--- src/rtl/core/rsp_pkg.sv ---
// ---------------------------------------------------------------------------
// RESP stream parser package
// Transaction types, phase and event codes and sizing constants.
// ---------------------------------------------------------------------------
package rsp_pkg;

    localparam int MAX_DEPTH = 8;
    localparam int IDX_W = (MAX_DEPTH > 1) ? $clog2(MAX_DEPTH) : 1;
    localparam int LVL_W = $clog2(MAX_DEPTH + 1);

    localparam logic [2:0] PH_TYPE      = 3'd0;
    localparam logic [2:0] PH_LINE      = 3'd1;
    localparam logic [2:0] PH_NUM       = 3'd2;
    localparam logic [2:0] PH_SKIP      = 3'd3;
    localparam logic [2:0] PH_SKIP_BULK = 3'd4;
    localparam logic [2:0] PH_BULK      = 3'd5;
    localparam logic [2:0] PH_TRAIL     = 3'd6;

    localparam logic [2:0] K_PAYLOAD = 3'd0;
    localparam logic [2:0] K_END     = 3'd1;
    localparam logic [2:0] K_INT     = 3'd2;
    localparam logic [2:0] K_BULK    = 3'd3;
    localparam logic [2:0] K_ARRAY   = 3'd4;
    localparam logic [2:0] K_NULL    = 3'd5;
    localparam logic [2:0] K_ERROR   = 3'd6;

    localparam logic [2:0] T_PLUS   = 3'd0;
    localparam logic [2:0] T_MINUS  = 3'd1;
    localparam logic [2:0] T_COLON  = 3'd2;
    localparam logic [2:0] T_DOLLAR = 3'd3;
    localparam logic [2:0] T_STAR   = 3'd4;

    localparam logic [1:0] E_NONE  = 2'd0;
    localparam logic [1:0] E_TYPE  = 2'd1;
    localparam logic [1:0] E_NUM   = 2'd2;
    localparam logic [1:0] E_DEPTH = 2'd3;

    localparam logic [1:0] D_NONE = 2'd0;
    localparam logic [1:0] D_SIGN = 2'd1;
    localparam logic [1:0] D_DIG  = 2'd2;
    localparam logic [1:0] D_TAIL = 2'd3;

    localparam logic [7:0] CH_PLUS   = 8'h2B;
    localparam logic [7:0] CH_MINUS  = 8'h2D;
    localparam logic [7:0] CH_COLON  = 8'h3A;
    localparam logic [7:0] CH_DOLLAR = 8'h24;
    localparam logic [7:0] CH_STAR   = 8'h2A;
    localparam logic [7:0] CH_CR     = 8'h0D;
    localparam logic [7:0] CH_SPACE  = 8'h20;
    localparam logic [7:0] CH_ZERO   = 8'h30;
    localparam logic [7:0] CH_NINE   = 8'h39;

    typedef struct packed {
        logic [7:0] data_byte;
        logic       restart;
    } t_in_item;

    typedef struct packed {
        logic [2:0]         kind;
        logic [2:0]         type_code;
        logic [7:0]         payload_byte;
        logic signed [31:0] number_value;
        logic [3:0]         nest_depth;
        logic               message_done;
        logic [1:0]         error_code;
    } t_out_item;

endpackage

--- src/rtl/core/resp_stream_parser_top.sv ---
// ---------------------------------------------------------------------------
// RESP stream parser
// Byte-serial RESP2 parser that turns each stream byte into at most one event.
// ---------------------------------------------------------------------------
// Channel   Direction  Handshake                  Payload
// input     in         i_in_valid / o_in_ready    i_in_data  (t_in_item)
// output    out        o_out_valid / i_out_ready  o_out_data (t_out_item)
//
// One byte is accepted per cycle; its event appears in the output register
// on the next cycle. The stack of open array counts is updated in the same
// cycle as the byte that closes or opens arrays. Input stalls only while a
// finished event waits in the output register. Reset is synchronous.
// ---------------------------------------------------------------------------
module resp_stream_parser_top (
    input  logic              i_clk,
    input  logic              i_rst_n,
    input  logic              i_in_valid,
    output logic              o_in_ready,
    input  rsp_pkg::t_in_item i_in_data,
    output logic              o_out_valid,
    input  logic              i_out_ready,
    output rsp_pkg::t_out_item o_out_data
);
    import rsp_pkg::*;

    logic [2:0]       r_phase, n_phase, e_phase;
    logic [2:0]       r_etype, n_etype, e_etype;
    logic             r_neg, n_neg, e_neg;
    logic [31:0]      r_acc, n_acc, e_acc;
    logic [1:0]       r_dig, n_dig, e_dig;
    logic [31:0]      r_bulk, n_bulk, e_bulk;
    logic [LVL_W-1:0] r_lvl, n_lvl, e_lvl;
    logic             r_err, n_err, e_err;
    logic             r_out_valid;
    t_out_item        r_out;

    logic [31:0]      r_cnt [MAX_DEPTH];
    logic [MAX_DEPTH-1:0] r_one;

    logic             accept;
    logic             ev_valid;
    t_out_item        ev;
    logic             do_cmp;
    logic             do_push;
    logic [LVL_W-1:0] cmp_lvl;
    logic             cmp_done;
    logic             stop;
    logic [IDX_W-1:0] upd_idx;
    logic [31:0]      upd_val;
    logic             upd_one;
    logic [7:0]       c;
    logic             is_digit;
    logic [35:0]      m;
    logic [35:0]      lim;
    logic [31:0]      v;

    assign o_in_ready = !r_out_valid || i_out_ready;
    assign accept     = i_in_valid && o_in_ready;
    assign c          = i_in_data.data_byte;
    assign is_digit   = (c >= CH_ZERO) && (c <= CH_NINE);

    always_comb begin
        e_phase = i_in_data.restart ? PH_TYPE : r_phase;
        e_etype = i_in_data.restart ? T_PLUS : r_etype;
        e_neg   = i_in_data.restart ? 1'b0 : r_neg;
        e_acc   = i_in_data.restart ? 32'd0 : r_acc;
        e_dig   = i_in_data.restart ? D_NONE : r_dig;
        e_bulk  = i_in_data.restart ? 32'd0 : r_bulk;
        e_lvl   = i_in_data.restart ? '0 : r_lvl;
        e_err   = i_in_data.restart ? 1'b0 : r_err;
    end

    always_comb begin
        cmp_lvl = e_lvl;
        stop    = 1'b0;
        for (int i = 0; i < MAX_DEPTH; i++) begin
            if (!stop && cmp_lvl != '0 && r_one[IDX_W'(cmp_lvl - 1'b1)]) begin
                cmp_lvl = cmp_lvl - 1'b1;
            end else begin
                stop = 1'b1;
            end
        end
        cmp_done = (cmp_lvl == '0);
    end

    assign m   = ({4'd0, e_acc} << 3) + ({4'd0, e_acc} << 1) + {28'd0, c - CH_ZERO};
    assign lim = e_neg ? 36'h080000000 : 36'h07FFFFFFF;
    assign v   = e_neg ? (32'd0 - e_acc) : e_acc;

    always_comb begin
        n_phase  = e_phase;
        n_etype  = e_etype;
        n_neg    = e_neg;
        n_acc    = e_acc;
        n_dig    = e_dig;
        n_bulk   = e_bulk;
        n_lvl    = e_lvl;
        n_err    = e_err;
        ev_valid = 1'b0;
        do_cmp   = 1'b0;
        do_push  = 1'b0;
        ev       = '0;
        ev.nest_depth = 4'(e_lvl);
        if (!e_err) begin
            unique case (e_phase)
                PH_TYPE: begin
                    n_neg   = 1'b0;
                    n_acc   = 32'd0;
                    n_dig   = D_NONE;
                    n_phase = PH_NUM;
                    unique case (c)
                        CH_PLUS:   begin n_etype = T_PLUS;   n_phase = PH_LINE; end
                        CH_MINUS:  begin n_etype = T_MINUS;  n_phase = PH_LINE; end
                        CH_COLON:  n_etype = T_COLON;
                        CH_DOLLAR: n_etype = T_DOLLAR;
                        CH_STAR:   n_etype = T_STAR;
                        default: begin
                            n_etype = T_PLUS;
                            n_phase = PH_TYPE;
                            n_err = 1'b1;
                            ev_valid = 1'b1;
                            ev.kind = K_ERROR;
                            ev.error_code = E_TYPE;
                        end
                    endcase
                end
                PH_LINE: begin
                    ev_valid = 1'b1;
                    if (c == CH_CR) begin
                        n_phase = PH_SKIP;
                        ev.kind = K_END;
                        do_cmp  = 1'b1;
                    end else begin
                        ev.kind = K_PAYLOAD;
                        ev.payload_byte = c;
                    end
                end
                PH_NUM: begin
                    if (c == CH_CR) begin
                        ev_valid = 1'b1;
                        if (e_dig != D_DIG && e_dig != D_TAIL) begin
                            n_err = 1'b1;
                            ev.kind = K_ERROR;
                            ev.error_code = E_NUM;
                        end else begin
                            n_phase = PH_SKIP;
                            ev.number_value = v;
                            if (e_etype == T_COLON) begin
                                ev.kind = K_INT;
                                do_cmp  = 1'b1;
                            end else if (e_neg && e_acc != 32'd0) begin
                                ev.kind = K_NULL;
                                do_cmp  = 1'b1;
                            end else if (e_etype == T_DOLLAR) begin
                                ev.kind = K_BULK;
                                n_bulk  = v;
                                n_phase = PH_SKIP_BULK;
                            end else if (v == 32'd0) begin
                                ev.kind = K_ARRAY;
                                do_cmp  = 1'b1;
                            end else if (e_lvl >= LVL_W'(MAX_DEPTH)) begin
                                n_err = 1'b1;
                                ev.kind = K_ERROR;
                                ev.number_value = '0;
                                ev.error_code = E_DEPTH;
                            end else begin
                                ev.kind = K_ARRAY;
                                do_push = 1'b1;
                                n_lvl   = e_lvl + 1'b1;
                            end
                        end
                    end else if (e_dig == D_NONE && c == CH_SPACE) begin
                        n_dig = D_NONE;
                    end else if (e_dig == D_NONE && (c == CH_PLUS || c == CH_MINUS)) begin
                        n_neg = (c == CH_MINUS);
                        n_dig = D_SIGN;
                    end else if (e_dig == D_TAIL) begin
                        n_dig = D_TAIL;
                    end else if (!is_digit) begin
                        if (e_dig == D_DIG) begin
                            n_dig = D_TAIL;
                        end else begin
                            n_err = 1'b1;
                            ev_valid = 1'b1;
                            ev.kind = K_ERROR;
                            ev.error_code = E_NUM;
                        end
                    end else if (m > lim) begin
                        n_err = 1'b1;
                        ev_valid = 1'b1;
                        ev.kind = K_ERROR;
                        ev.error_code = E_NUM;
                    end else begin
                        n_acc = m[31:0];
                        n_dig = D_DIG;
                    end
                end
                PH_SKIP_BULK: begin
                    n_phase = (e_bulk == 32'd0) ? PH_TRAIL : PH_BULK;
                end
                PH_BULK: begin
                    n_bulk = e_bulk - 32'd1;
                    if (e_bulk == 32'd1) begin
                        n_phase = PH_TRAIL;
                    end
                    ev_valid = 1'b1;
                    ev.kind = K_PAYLOAD;
                    ev.payload_byte = c;
                end
                PH_TRAIL: begin
                    n_phase  = PH_SKIP;
                    ev_valid = 1'b1;
                    ev.kind  = K_END;
                    do_cmp   = 1'b1;
                end
                default: begin
                    n_phase = PH_TYPE;
                end
            endcase
        end
        if (do_cmp) begin
            n_lvl = cmp_lvl;
            ev.message_done = cmp_done;
        end
        ev.type_code = n_etype;
    end

    always_comb begin
        if (do_push) begin
            upd_idx = IDX_W'(e_lvl);
            upd_val = v;
            upd_one = (v == 32'd1);
        end else begin
            upd_idx = IDX_W'(cmp_lvl - 1'b1);
            upd_val = r_cnt[IDX_W'(cmp_lvl - 1'b1)] - 32'd1;
            upd_one = (r_cnt[IDX_W'(cmp_lvl - 1'b1)] == 32'd2);
        end
    end

    always_ff @(posedge i_clk) begin
        if (accept && (do_push || (do_cmp && !cmp_done))) begin
            r_cnt[upd_idx] <= upd_val;
            r_one[upd_idx] <= upd_one;
        end
    end

    always_ff @(posedge i_clk) begin
        if (!i_rst_n) begin
            r_phase     <= PH_TYPE;
            r_etype     <= T_PLUS;
            r_neg       <= 1'b0;
            r_acc       <= 32'd0;
            r_dig       <= D_NONE;
            r_bulk      <= 32'd0;
            r_lvl       <= '0;
            r_err       <= 1'b0;
            r_out_valid <= 1'b0;
        end else begin
            if (accept) begin
                r_phase <= n_phase;
                r_etype <= n_etype;
                r_neg   <= n_neg;
                r_acc   <= n_acc;
                r_dig   <= n_dig;
                r_bulk  <= n_bulk;
                r_lvl   <= n_lvl;
                r_err   <= n_err;
            end
            if (o_in_ready) begin
                r_out_valid <= accept && ev_valid;
            end
        end
    end

    always_ff @(posedge i_clk) begin
        if (o_in_ready) begin
            r_out <= ev;
        end
    end

    assign o_out_valid = r_out_valid;
    assign o_out_data  = r_out;

endmodule

--- config.mk ---
export PLATFORM = sky130hd
export DESIGN_NAME = resp_stream_parser_top
export DESIGN_NICKNAME = d
export VERILOG_FILES = /design/src/rtl/core/rsp_pkg.sv /design/src/rtl/core/resp_stream_parser_top.sv
export SDC_FILE = /design/constraint.sdc
export NUM_CORES = 1
export LEC_CHECK = 0
export CORE_ASPECT_RATIO = 1.4
export CORE_MARGIN = 1.5
export CORE_UTILIZATION = 30
export CTS_CLUSTER_DIAMETER = 80
export DETAILED_ROUTE_END_ITERATION = 16
export DONT_BUFFER_PORTS = 1
export PLACE_DENSITY = 0.46
export RECOVER_POWER = 25
export SYNTH_ARGS = -nofsm -noshare
export SYNTH_HDL_FRONTEND = slang
export SYNTH_SLANG_ARGS = --single-unit
export TNS_END_PERCENT = 20
--- constraint.sdc ---
create_clock -name i_clk -period 12.8 [get_ports i_clk]
set_clock_uncertainty 0.1 [all_clocks]
set_input_delay 0.64 -clock i_clk [delete_from_list [all_inputs] [get_ports i_clk]]
set_output_delay 0.64 -clock i_clk [all_outputs]
set_load 0.01 [all_outputs]
==> results.json <==
{
  "synthDominantAreaCellType": "edfxtp_1",
  "detailedRoute.firstPassIterationCount": 7,
  "cts.sink_count": 396,
  "portbufs": 0,
  "worst_setup_hold_path_clk_slew_ps": 70,
  "drive_above_1_share": 0.109,
  "synthXorXnorAreaFrac": 0.0326,
  "area.growth.synth_to_final_pct": 11.8,
  "grt_pass1_wl_um": 133000,
  "synth_largest_type_area_fraction": 0.381,
  "post_synth_instance_area_um2": 25000,
  "drv_cap": 4,
  "crit_path_start_kind": "register",
  "path_class": "register to register",
  "ys_types": 101,
  "synth.most_common_cell": "edfxtp_1",
  "first_global_vias": 21000,
  "viasPerCell": 5.66,
  "switching_share": 0.251,
  "detail_route.iter0.violations": 1560,
  "ctsHtreeMaxLevel": 2,
  "postSynthCellCount": 2581,
  "synth_edf_count": 317,
  "num-nets-final": 2680,
  "power.share.clock": 0.449,
  "place_congestion": 0.879,
  "maximum_number_of_buffers_from_clock_root_to_sink": 3,
  "floorplan.rows": 125,
  "timing.hold.worst.class": "input port to register",
  "fin_worst_hold_slack_ps": 68.5,
  "syn-num-nets": 2700,
  "final_core_utilization": 0.337,
  "synth-compound-area-share": 0.189,
  "post_synth.cell_area_avg_um2": 9.68,
  "worst_vdd_drop_v": 0.0000840,
  "drc": 0,
  "vias": 20800,
  "switching_power_w": 0.000735,
  "floorplan.die.width_um": 247,
  "post_dp_cell_area_um2": 26400,
  "floorplan.core_area_um2": 82700,
  "grt_overflow": 0,
  "synth_flop_cell": "edfxtp_1",
  "postSynth.asyncResetShare": 0,
  "dpl.hpwl_um": 62800,
  "grt_max_degree": 144,
  "starting_density_of_the_core": 0.302,
  "antenna_violating_nets_post_route": 0,
  "io_pins": 68,
  "synth_seq_area_share": 0.445,
  "report.final.setup_viol": 0,
  "ctsRootBufferMaster": "clkbuf_16",
  "synth_top_family_by_area": "compound AO/OA/AOI/OAI gates",
  "synth_area_leaders": "edfxtp_1, dfxtp_1, ha_1",
  "worst_ep_arrival_time_ps": 12160,
  "cp.required_ps": 13020,
  "layout.cell_area.non_filler_um2": 27900,
  "worst_slew_margin_rel": -0.953,
  "post_synth_mux_area_share": 0.0614,
  "drt-total-wl_um": 88400,
  "yosys.area_share.adder": 0.0549,
  "endpoint_kind": "register",
  "crit_slowest_cell": "or4_1",
  "run_status": "finished with violations",
  "cts_buffer_count": 43,
  "report.final.slew_viol_count": 149,
  "worst_skew_pair.late_latency_ps": 610,
  "max_clock_freq_mhz": 83.7,
  "synth.yosys.warnings": 0,
  "finalHoldViolCount": 0,
  "power.sequential.fraction": 0.484,
  "post_synth_most_frequent_cells": "edfxtp_1, nand2_1, nor2_1",
  "layout_min_cycle_time_ps": 11940,
  "p_leak_nw": 10.3,
  "cts_tree": "yes",
  "avgRoutedWirePerCell_um": 24.1,
  "slowest_delay_ps": 710,
  "synth_seq_cells": 396,
  "die_area_um2": 85000,
  "critical_path.most_common_cell": "mux2i_1",
  "global_route.usage.total": 0.206,
  "die_h_um": 344,
  "failed_checks": "capacitance limit, slew limit",
  "crit_path_max_fanout": 18,
  "cellPowerDensity_nw_per_um2": 105,
  "synth-simple-area-share": 0.182,
  "p_comb_frac": 0.067,
  "p_int_w": 0.00219,
  "number_of_antenna_violations_at_the_first_check_in_global_routing": 0,
  "num_antenna_cells": 0,
  "final.period_utilization": 0.933,
  "max_slew.worst_pin.slew_ps": 2930,
  "total_power_w": 0.00293
}
[metal layers]
| layer | global-route usage | vias up | wire (um) |
|---|---|---|---|
| li1 | - | 9676 | - |
| met1 | 0.230 | 10300 | 34000 |
| met2 | 0.382 | 618 | 46100 |
| met3 | 0.0290 | 185 | 4090 |
| met4 | 0.0972 | 0 | 4130 |
| met5 | 0 | - | 0 |
[critical path: cells and delay by family (launching register included)]
kind,cells,cell delay (ps)
multiplexers,5,1810
AND/OR/NAND/NOR,17,5290
adder cells (fa/ha/maj),1,240
flip-flops,1,430
AO/OA/AOI/OAI,12,3280
buffers and inverters,2,390
XOR/XNOR,1,110
[sequential cells by signal, indices dropped and copies added (netlist names), 2 cells and up]
signal / flops
r_bulk: 32
o_out_data: 53
r_dig: 2
r_one: 8
r_cnt: 256
r_phase: 3
r_acc: 32
r_lvl: 4
r_etype: 3
[layout by cell type, fill, tap and decap left out, types with 30 or more instances in the layout]
cell type / Yosys / final
inv_1: 66 / 66
nor2b_1: 55 / 55
nand2b_1: 32 / 32
xor2_1: 38 / 38
o21ai_0: 195 / 194
nand2_1: 268 / 267
nand3_1: 91 / 90
nor3_1: 89 / 85
xnor2_1: 55 / 54
clkbuf_16: 0 / 43
a22oi_1: 30 / 30
ha_1: 100 / 100
dfxtp_1: 79 / 77
mux2i_1: 58 / 56
buf_4: 5 / 62
edfxtp_1: 317 / 317
a31oi_1: 38 / 37
nor2_1: 242 / 231
a21oi_1: 144 / 144
[power groups by stage]
stage	Clock (W)	Combinational, W	Sequential (W)
after floorplan	0	0.000136	0.00144
final	0.00131	0.000197	0.00142
after global routing	0.00138	0.000216	0.00142
after CTS	0.00135	0.000198	0.00142
after global placement	0	0.000195	0.00144
after detailed placement	0	0.000197	0.00144
[metrics by stage]
stage               setup WS [ps]  instances  TNS [ps]
finish                        858       3672         0
global route                -44.2       3672      -527
CTS                           121       3672         0
detailed placement            171       3595         0
global placement              272       3595         0
floorplan                     772       2581         0
[layout make-up]
class | instances | area, um2
Fill cell | 8333 | 54800
Multi-Input combinational cell | 1975 | 13100
Sequential cell | 396 | 11100
Tap cell | 1079 | 1350
Clock buffer | 54 | 1130
Timing Repair Buffer | 73 | 604
Clock inverter | 23 | 308
Inverter | 72 | 275
[logic make-up after synthesis]
group | count (synthesis)
AOI/OAI and AO/OA | 711
xor gates and xnor gates | 93
DFF | 396
and+or+nand+nor | 952
buffers and inverters | 210
adders and majority gates | 106
muxes | 113
[final timing paths]
| check | startpoint | slack [ps] | cells past startpoint | endpoint |
|---|---|---|---|---|
| worst max-delay path | r_lvl[0] | 860 | 38 | r_cnt[3][25] |
| worst max register to register | r_lvl[0] | 860 | 38 | r_cnt[3][25] |
| worst min-delay path | i_rst_n | 70 | 2 | r_bulk[12] |
| worst min register to register | r_etype[1] | 370 | 2 | r_etype[1] |
[what timing repair did]
action | in CTS | in global routing
endpoints found under the hold margin | 0 | 0
buffers inserted | 0 | 0
resized for setup | 0 | 17
endpoints found under the setup margin | 0 | 210
hold buffers | 0 | 0
Power figures use the tool's default switching activity.
